`src/rtl/shs_pkg.sv`:
```
// ----------------------------------------------------------------------------
// shs_pkg
// Shared types, constants and SHA-256 functions for the stream hasher.
// ----------------------------------------------------------------------------
`default_nettype none

package shs_pkg;

  typedef logic [31:0] word_t;

  // Input item kinds carried on in_tuser
  localparam logic OP_ABSORB = 1'b0;
  localparam logic OP_FINISH = 1'b1;

  localparam logic [7:0] PAD_BYTE   = 8'h80;
  localparam logic [5:0] LEN_START  = 6'd56;
  localparam logic [5:0] BLOCK_LAST = 6'd63;
  localparam logic [5:0] ROUND_LAST = 6'd63;
  localparam logic [2:0] WORD_LAST  = 3'd7;
  localparam logic [63:0] BYTE_BITS = 64'd8;

  typedef enum logic [4:0] {
    ST_IDLE = 5'b00001,
    ST_PAD  = 5'b00010,
    ST_LEN  = 5'b00100,
    ST_COMP = 5'b01000,
    ST_OUT  = 5'b10000
  } state_t;

  typedef struct packed {
    logic shift_byte;
    logic start;
  } core_ctl_t;

  typedef struct packed {
    logic busy;
    logic done;
  } core_stat_t;

  function automatic word_t ror(input word_t v, input int unsigned n);
    logic [63:0] dbl;
    dbl = {v, v} >> n;
    return dbl[31:0];
  endfunction

  function automatic word_t bsig0(input word_t x);
    return ror(x, 2) ^ ror(x, 13) ^ ror(x, 22);
  endfunction

  function automatic word_t bsig1(input word_t x);
    return ror(x, 6) ^ ror(x, 11) ^ ror(x, 25);
  endfunction

  function automatic word_t ssig0(input word_t x);
    return ror(x, 7) ^ ror(x, 18) ^ (x >> 3);
  endfunction

  function automatic word_t ssig1(input word_t x);
    return ror(x, 17) ^ ror(x, 19) ^ (x >> 10);
  endfunction

  function automatic word_t init_hash(input logic [2:0] i);
    word_t r;
    case (i)
      3'd0: r = 32'h6a09e667;
      3'd1: r = 32'hbb67ae85;
      3'd2: r = 32'h3c6ef372;
      3'd3: r = 32'ha54ff53a;
      3'd4: r = 32'h510e527f;
      3'd5: r = 32'h9b05688c;
      3'd6: r = 32'h1f83d9ab;
      default: r = 32'h5be0cd19;
    endcase
    return r;
  endfunction

  function automatic word_t round_k(input logic [5:0] i);
    word_t r;
    case (i)
      6'd0:  r = 32'h428a2f98;
      6'd1:  r = 32'h71374491;
      6'd2:  r = 32'hb5c0fbcf;
      6'd3:  r = 32'he9b5dba5;
      6'd4:  r = 32'h3956c25b;
      6'd5:  r = 32'h59f111f1;
      6'd6:  r = 32'h923f82a4;
      6'd7:  r = 32'hab1c5ed5;
      6'd8:  r = 32'hd807aa98;
      6'd9:  r = 32'h12835b01;
      6'd10: r = 32'h243185be;
      6'd11: r = 32'h550c7dc3;
      6'd12: r = 32'h72be5d74;
      6'd13: r = 32'h80deb1fe;
      6'd14: r = 32'h9bdc06a7;
      6'd15: r = 32'hc19bf174;
      6'd16: r = 32'he49b69c1;
      6'd17: r = 32'hefbe4786;
      6'd18: r = 32'h0fc19dc6;
      6'd19: r = 32'h240ca1cc;
      6'd20: r = 32'h2de92c6f;
      6'd21: r = 32'h4a7484aa;
      6'd22: r = 32'h5cb0a9dc;
      6'd23: r = 32'h76f988da;
      6'd24: r = 32'h983e5152;
      6'd25: r = 32'ha831c66d;
      6'd26: r = 32'hb00327c8;
      6'd27: r = 32'hbf597fc7;
      6'd28: r = 32'hc6e00bf3;
      6'd29: r = 32'hd5a79147;
      6'd30: r = 32'h06ca6351;
      6'd31: r = 32'h14292967;
      6'd32: r = 32'h27b70a85;
      6'd33: r = 32'h2e1b2138;
      6'd34: r = 32'h4d2c6dfc;
      6'd35: r = 32'h53380d13;
      6'd36: r = 32'h650a7354;
      6'd37: r = 32'h766a0abb;
      6'd38: r = 32'h81c2c92e;
      6'd39: r = 32'h92722c85;
      6'd40: r = 32'ha2bfe8a1;
      6'd41: r = 32'ha81a664b;
      6'd42: r = 32'hc24b8b70;
      6'd43: r = 32'hc76c51a3;
      6'd44: r = 32'hd192e819;
      6'd45: r = 32'hd6990624;
      6'd46: r = 32'hf40e3585;
      6'd47: r = 32'h106aa070;
      6'd48: r = 32'h19a4c116;
      6'd49: r = 32'h1e376c08;
      6'd50: r = 32'h2748774c;
      6'd51: r = 32'h34b0bcb5;
      6'd52: r = 32'h391c0cb3;
      6'd53: r = 32'h4ed8aa4a;
      6'd54: r = 32'h5b9cca4f;
      6'd55: r = 32'h682e6ff3;
      6'd56: r = 32'h748f82ee;
      6'd57: r = 32'h78a5636f;
      6'd58: r = 32'h84c87814;
      6'd59: r = 32'h8cc70208;
      6'd60: r = 32'h90befffa;
      6'd61: r = 32'ha4506ceb;
      6'd62: r = 32'hbef9a3f7;
      default: r = 32'hc67178f2;
    endcase
    return r;
  endfunction

endpackage

`default_nettype wire

```
`src/rtl/shs_core.sv`:
```
// ----------------------------------------------------------------------------
// shs_core
// Block window and iterative compression unit: one SHA-256 round per cycle.
// ----------------------------------------------------------------------------
`default_nettype none

module shs_core
  import shs_pkg::*;
(
  input  logic             clk,
  input  logic             rst_n,
  input  core_ctl_t        ctl,
  input  logic [7:0]       byte_in,
  input  logic [7:0][31:0] chain_in,
  output logic [7:0][31:0] vars_out,
  output core_stat_t       stat
);

  // win_r holds the 16-word schedule window, oldest word in the top bits
  logic [511:0]     win_r, win_nxt;
  logic [7:0][31:0] var_r, var_nxt;
  logic [5:0]       round_r, round_nxt;
  logic             running_r, running_nxt;
  logic             done_r, done_nxt;

  word_t w0, w1, w9, w14, w_new, t1, t2, maj, ch;

  always_comb begin
    w0    = win_r[511:480];
    w1    = win_r[479:448];
    w9    = win_r[223:192];
    w14   = win_r[63:32];
    w_new = ssig1(w14) + w9 + ssig0(w1) + w0;
    ch    = (var_r[4] & var_r[5]) ^ (~var_r[4] & var_r[6]);
    maj   = (var_r[0] & var_r[1]) ^ (var_r[0] & var_r[2]) ^ (var_r[1] & var_r[2]);
    t1    = var_r[7] + bsig1(var_r[4]) + ch + round_k(round_r) + w0;
    t2    = bsig0(var_r[0]) + maj;
  end

  always_comb begin
    win_nxt     = win_r;
    var_nxt     = var_r;
    round_nxt   = round_r;
    running_nxt = running_r;
    done_nxt    = 1'b0;
    if (ctl.shift_byte) begin
      win_nxt = {win_r[503:0], byte_in};
    end
    if (ctl.start) begin
      var_nxt     = chain_in;
      round_nxt   = '0;
      running_nxt = 1'b1;
    end else if (running_r) begin
      win_nxt    = {win_r[479:0], w_new};
      var_nxt[7] = var_r[6];
      var_nxt[6] = var_r[5];
      var_nxt[5] = var_r[4];
      var_nxt[4] = var_r[3] + t1;
      var_nxt[3] = var_r[2];
      var_nxt[2] = var_r[1];
      var_nxt[1] = var_r[0];
      var_nxt[0] = t1 + t2;
      round_nxt  = round_r + 6'd1;
      if (round_r == ROUND_LAST) begin
        running_nxt = 1'b0;
        done_nxt    = 1'b1;
      end
    end
  end

  always_ff @(posedge clk) begin
    win_r <= win_nxt;
    var_r <= var_nxt;
    if (!rst_n) begin
      round_r   <= '0;
      running_r <= 1'b0;
      done_r    <= 1'b0;
    end else begin
      round_r   <= round_nxt;
      running_r <= running_nxt;
      done_r    <= done_nxt;
    end
  end

  assign vars_out  = var_r;
  assign stat.busy = running_r;
  assign stat.done = done_r;

  a_no_start_busy: assert property (@(posedge clk) disable iff (!rst_n)
    ctl.start |-> !running_r)
    else $error("compression started while busy");

  a_no_shift_busy: assert property (@(posedge clk) disable iff (!rst_n)
    ctl.shift_byte |-> !running_r)
    else $error("byte shifted into window during rounds");

  a_done_after_run: assert property (@(posedge clk) disable iff (!rst_n)
    done_r |-> ($past(running_r) && !running_r))
    else $error("done without a finished round sequence");

  a_round_idle_zero: assert property (@(posedge clk) disable iff (!rst_n)
    (running_r && round_r == ROUND_LAST) |=> (done_r && round_r == '0))
    else $error("round counter did not wrap at end of block");

endmodule

`default_nettype wire

```
`src/rtl/sha256_stream_hasher.sv`:
```
// ----------------------------------------------------------------------------
// sha256_stream_hasher
// SHA-256 over a byte stream; emits the digest as eight 32-bit words.
// ----------------------------------------------------------------------------
// An absorb item (in_tuser = 0) shifts one byte into the block window; the
// 64th byte of a block also starts a 64-round compression: one round per
// cycle in a single shared round unit, and in_tready stays low until it is
// done. A finish item (in_tuser = 1) pads one byte per cycle, pausing while
// a compression runs, up to the end of the block (plus one extra compression
// when 56 or more bytes were pending), runs one or two compressions, then
// presents the digest words, index 0 first, with out_tlast on index 7. The
// next message is accepted once all eight words are taken.
// ----------------------------------------------------------------------------
`default_nettype none

module sha256_stream_hasher
  import shs_pkg::*;
(
  input  logic        clk,
  input  logic        rst_n,
  input  logic        in_tvalid,
  output logic        in_tready,
  input  logic [7:0]  in_tdata,   // [7:0] data_byte
  input  logic        in_tuser,   // [0] op
  output logic        out_tvalid,
  input  logic        out_tready,
  output logic [39:0] out_tdata,  // [31:0] digest_word, [34:32] word_index, rest 0
  output logic        out_tlast   // last_word
);

  state_t           state_r, state_nxt;
  state_t           ret_r, ret_nxt;
  logic [7:0][31:0] chain_r, chain_nxt;
  logic [5:0]       pend_r, pend_nxt;
  logic [63:0]      msg_r, msg_nxt;
  logic [2:0]       idx_r, idx_nxt;

  core_ctl_t        ctl;
  core_stat_t       stat;
  logic [7:0]       byte_mux;
  logic [7:0]       len_byte;
  logic [7:0][31:0] vars;
  logic             in_acc, out_acc;

  shs_core u_core (
    .clk      (clk),
    .rst_n    (rst_n),
    .ctl      (ctl),
    .byte_in  (byte_mux),
    .chain_in (chain_r),
    .vars_out (vars),
    .stat     (stat)
  );

  assign in_tready  = (state_r == ST_IDLE);
  assign out_tvalid = (state_r == ST_OUT);
  assign in_acc     = in_tvalid && in_tready;
  assign out_acc    = out_tvalid && out_tready;
  assign out_tdata  = {5'd0, idx_r, chain_r[idx_r]};
  assign out_tlast  = (idx_r == WORD_LAST);

  // length bytes go out big-endian
  assign len_byte = msg_r[{~pend_r[2:0], 3'b000} +: 8];

  always_comb begin
    state_nxt      = state_r;
    ret_nxt        = ret_r;
    chain_nxt      = chain_r;
    pend_nxt       = pend_r;
    msg_nxt        = msg_r;
    idx_nxt        = idx_r;
    ctl.shift_byte = 1'b0;
    ctl.start      = 1'b0;
    byte_mux       = 8'h00;
    case (state_r)
      ST_IDLE: begin
        if (in_acc) begin
          ctl.shift_byte = 1'b1;
          pend_nxt       = pend_r + 6'd1;
          if (in_tuser == OP_ABSORB) begin
            byte_mux = in_tdata;
            msg_nxt  = msg_r + BYTE_BITS;
            if (pend_r == BLOCK_LAST) begin
              ctl.start = 1'b1;
              ret_nxt   = ST_IDLE;
              state_nxt = ST_COMP;
            end
          end else begin
            byte_mux = PAD_BYTE;
            if (pend_r == BLOCK_LAST) begin
              ctl.start = 1'b1;
              ret_nxt   = ST_PAD;
              state_nxt = ST_COMP;
            end else begin
              state_nxt = ST_PAD;
            end
          end
        end
      end
      ST_PAD: begin
        if (pend_r == LEN_START) begin
          state_nxt = ST_LEN;
        end else begin
          ctl.shift_byte = 1'b1;
          pend_nxt       = pend_r + 6'd1;
          if (pend_r == BLOCK_LAST) begin
            ctl.start = 1'b1;
            ret_nxt   = ST_PAD;
            state_nxt = ST_COMP;
          end
        end
      end
      ST_LEN: begin
        ctl.shift_byte = 1'b1;
        byte_mux       = len_byte;
        pend_nxt       = pend_r + 6'd1;
        if (pend_r == BLOCK_LAST) begin
          ctl.start = 1'b1;
          ret_nxt   = ST_OUT;
          state_nxt = ST_COMP;
        end
      end
      ST_COMP: begin
        if (stat.done) begin
          for (int i = 0; i < 8; i++) begin
            chain_nxt[i] = chain_r[i] + vars[i];
          end
          idx_nxt   = '0;
          state_nxt = ret_r;
        end
      end
      ST_OUT: begin
        if (out_acc) begin
          idx_nxt = idx_r + 3'd1;
          if (idx_r == WORD_LAST) begin
            for (int i = 0; i < 8; i++) begin
              chain_nxt[i] = init_hash(3'(i));
            end
            msg_nxt   = '0;
            pend_nxt  = '0;
            state_nxt = ST_IDLE;
          end
        end
      end
      default: begin
        state_nxt = ST_IDLE;
      end
    endcase
  end

  always_ff @(posedge clk) begin
    if (!rst_n) begin
      state_r <= ST_IDLE;
      ret_r   <= ST_IDLE;
      pend_r  <= '0;
      msg_r   <= '0;
      idx_r   <= '0;
      for (int i = 0; i < 8; i++) begin
        chain_r[i] <= init_hash(3'(i));
      end
    end else begin
      state_r <= state_nxt;
      ret_r   <= ret_nxt;
      pend_r  <= pend_nxt;
      msg_r   <= msg_nxt;
      idx_r   <= idx_nxt;
      chain_r <= chain_nxt;
    end
  end

  a_done_in_comp: assert property (@(posedge clk) disable iff (!rst_n)
    stat.done |-> (state_r == ST_COMP))
    else $error("compression finished outside compress state");

  a_len_tail: assert property (@(posedge clk) disable iff (!rst_n)
    (state_r == ST_LEN) |-> (pend_r[5:3] == 3'b111))
    else $error("length bytes outside last eight block bytes");

  a_comp_busy: assert property (@(posedge clk) disable iff (!rst_n)
    (state_r == ST_COMP && !stat.done) |-> stat.busy)
    else $error("compress state with idle round unit");

endmodule

`default_nettype wire

```
`config.mk`:
```
export PLATFORM = sky130hd
export DESIGN_NAME = sha256_stream_hasher
export DESIGN_NICKNAME = d
export VERILOG_FILES = /design/src/rtl/shs_pkg.sv /design/src/rtl/shs_core.sv /design/src/rtl/sha256_stream_hasher.sv
export SDC_FILE = /design/constraint.sdc
export NUM_CORES = 2
export LEC_CHECK = 0
export BUFFER_PORTS_ARGS = -buffer_cell sky130_fd_sc_hd__buf_2
export CAP_MARGIN = 20
export CORE_MARGIN = 2
export CORE_UTILIZATION = 65
export DETAILED_ROUTE_END_ITERATION = 8
export PLACE_DENSITY = 0.8
export SYNTH_ARGS = -nofsm -noshare
export SYNTH_HDL_FRONTEND = slang
export SYNTH_SLANG_ARGS = --single-unit
```
`constraint.sdc`:
```
create_clock -name clk -period 15.4 [get_ports clk]
set_input_delay 0.77 -clock clk [delete_from_list [all_inputs] [get_ports clk]]
set_output_delay 0.77 -clock clk [all_outputs]
set_load 0.01 [all_outputs]
```
==> results.toml <==
[run_status]
status = "finished, final reports clean"

[timing]
setup_violations = 0
worst_pin_slew_ps = 1288
fin_crit_ps = 8319
report.final.slew_viol_count = 0
maxSlewHeadroom = 0.1413
rsz0062_at_grt = "no"
fmax_ghz = 0.1202
period_share = 0.5402
clock_skew_ps = 80.37
finalHoldViolations = 0
tns_ps = 0

[cts]
clk_latency_ps = 780
ctsHoldBuffers = 0
htreeDepth = 3
postCtsSetupRepairBufs = 0
cts-root-buf = "clkbuf_16"
cts_resized = 0
clkSlewWorstSetupHoldPaths_ps = 70
cts_max_path_buffers = 3
cts_sinks = 1144
cts_tree = "done"
cts_buffers = 119

[layout]
final_common_cell = "nand2_1"
final_nets = 9318
mostFrequentLayoutCells = "2032 x nand2_1, 885 x dfxtp_1, 865 x nor2_1, 535 x a31oi_1, 459 x a21oi_1"
layout-drive-gt1-share = 0.05611
fin_util = 0.6980
area_delta_synth_final_pct = 6.570

[yosys]
synth_edf_count = 256
async_flop_share = 0
synthFlopType = "dfxtp_1"
synth_area_per_cell_sq_um = 8.141
synth_cell_type_count = 88
ys_ff_latch = 1144
ys_seq_area_frac = 0.3456
syn_area_sq_um = 73690
synth_warnings = 0
syn-instance-count = 9051

[grt]
antenna_found_initial = 6
gr-usage-all-layers = 0.4043
grt_max_degree = 237
grt_pass1_vias = 61640
grt_pass1_wl_microns = 365900
grt_overflow = 0

[floorplan]
die-area_sq_um = 116100
num_rows = 123
ios = 56
die_w_microns = 340.7
start_util = 0.6550
die_h_microns = 340.7
core_area_sq_um = 112500

[drt]
drt_wl_total_microns = 240900
wl_per_cell_microns = 23.34
drt_iter0_drc = 8851
via_per_inst = 6.461
ant_nets = 0
dr_total_vias = 66700
firstDrtPassIters = 7
route.detailed.drc = 0

[pwr]
powerDensity_nw_per_um2 = 202.7
peakVddDrop_mv = 0.2178
leakage_nw = 32.64

[place]
port_buffers = 50
place_congestion = 1.034
post-dp-hpwl_microns = 171200

[min_path]
hold_class = "primary input to register"

[critical_path]
cpPeakStageDelay_ps = 560
cp_slowest_cell = "a2111oi_0"
crit_fanout = 6
critPathLaunchType = "register"
end_kind = "register"
critPathKind = "register to register"
crit_top_cell = "a21oi_1"
crit_arrival_ps = 8780
worstPathRequired_ps = 15860

[flow_run]
drv_cap = 0
-- flip-flops by register name, indices dropped and copies added (netlist names), named ones only --
name	cells
pend_r	6
u_core.win_r	512
msg_r	61
state_r	5
idx_r	3
u_core.round_r	6
u_core.vars_out	256
u_core.running_r	1
u_core.done_r	1
ret_r	5
chain_r	256
-- synthesized netlist by cell type, types with 48 or more instances --
cell type  number  area, sq um
xnor2_1       420         3679
clkbuf_1      527         1978
nand2b_1       56        350.3
o21a_1         50        375.4
and3_1         48        300.3
nor2_1        868         3258
nor2b_1       119        744.5
o21bai_1       55        412.9
a21oi_1       459         2297
a22oi_1        69        518.0
nand2_1      2039         7654
edfxtp_1      256         7687
o21ai_0       365         1827
mux4_2         77         1734
o22ai_1       108        675.7
dfxtp_1       888        17780
mux2_2         54        608.1
fa_1          195         3904
ha_1          394         4930
inv_1         357         1340
nor3_1         64        320.3
a31oi_1       535         3347
nand3_1       101        505.5
a21o_1        173         1299
xor2_1        214         1874
-- where the power goes --
part           internal, mW  switching (mW)  total, mW
sequential             3.88           0.814       4.69
clock                  1.72            1.31       3.03
combinational          3.39            4.80       8.19
-- logic make-up (layout without fill, tap and decap cells) --
kind of cell,after synthesis,count (layout),share of synthesized area
simple gates,3457,3457,0.1933
mux,154,154,0.03491
buf+inv,939,706,0.04817
other cells,1,6,0.00005089
xor+xnor,634,634,0.07536
flops,1144,1144,0.3456
compound gates,2129,2129,0.1822
fa+ha+maj,593,593,0.1204
-- final cells by class --
type | count | area (sq um)
Clock inverter | 51 | 649.4
Timing Repair Buffer | 119 | 859.6
Clock buffer | 176 | 3467
Antenna cell | 1 | 2.502
Tap cell | 1500 | 1877
Fill cell | 9038 | 33970
Inverter | 360 | 1351
Multi-Input combinational cell | 6972 | 44850
Sequential cell | 1144 | 25470
-- worst max-delay path: cells and delay by family (launching register included) --
kind | cells | cell delay, ps
adders and majority gates | 5 | 2070
xor gates and xnor gates | 4 | 800
DFF | 1 | 540
and+or+nand+nor | 3 | 810
AOI/OAI and AO/OA | 15 | 3680
buffers and inverters | 2 | 120
-- per-layer routing --
metal | vias up | track usage | routed length (microns)
li1 | 30590 | - | -
met1 | 31760 | 0.5759 | 98610
met2 | 3738 | 0.5844 | 100300
met3 | 612 | 0.09386 | 29310
met4 | 4 | 0.1822 | 12650
met5 | - | 0 | 24
-- path summary, 6_finish.rpt --
| check | startpoint | to | slack, ps | cells past startpoint |
|---|---|---|---|---|
| worst max-delay path | u_core.vars_out[136] | u_core.vars_out[159] | 7080 | 29 |
| worst min-delay path | in_tdata[5] | u_core.win_r[5] | 330 | 3 |
| worst max register to register | u_core.vars_out[136] | u_core.vars_out[159] | 7080 | 29 |
| worst min register to register | ret_r[2] | state_r[2] | 480 | 2 |
-- per-stage QoR --
step	total power, mW	std cells	area [sq um]	setup WS [ps]	hold slack (ps)
global placement	12.39	10090	74360	7352	459.9
CTS	15.62	10320	78490	7166	295.4
detailed placement	12.52	10090	74370	7150	467.4
global route	16.83	10320	78520	6480	321.0
finish	15.92	10320	78530	7081	325.8
floorplan	10.37	9055	73700	6895	440.7
Power figures use the tool's default switching activity.
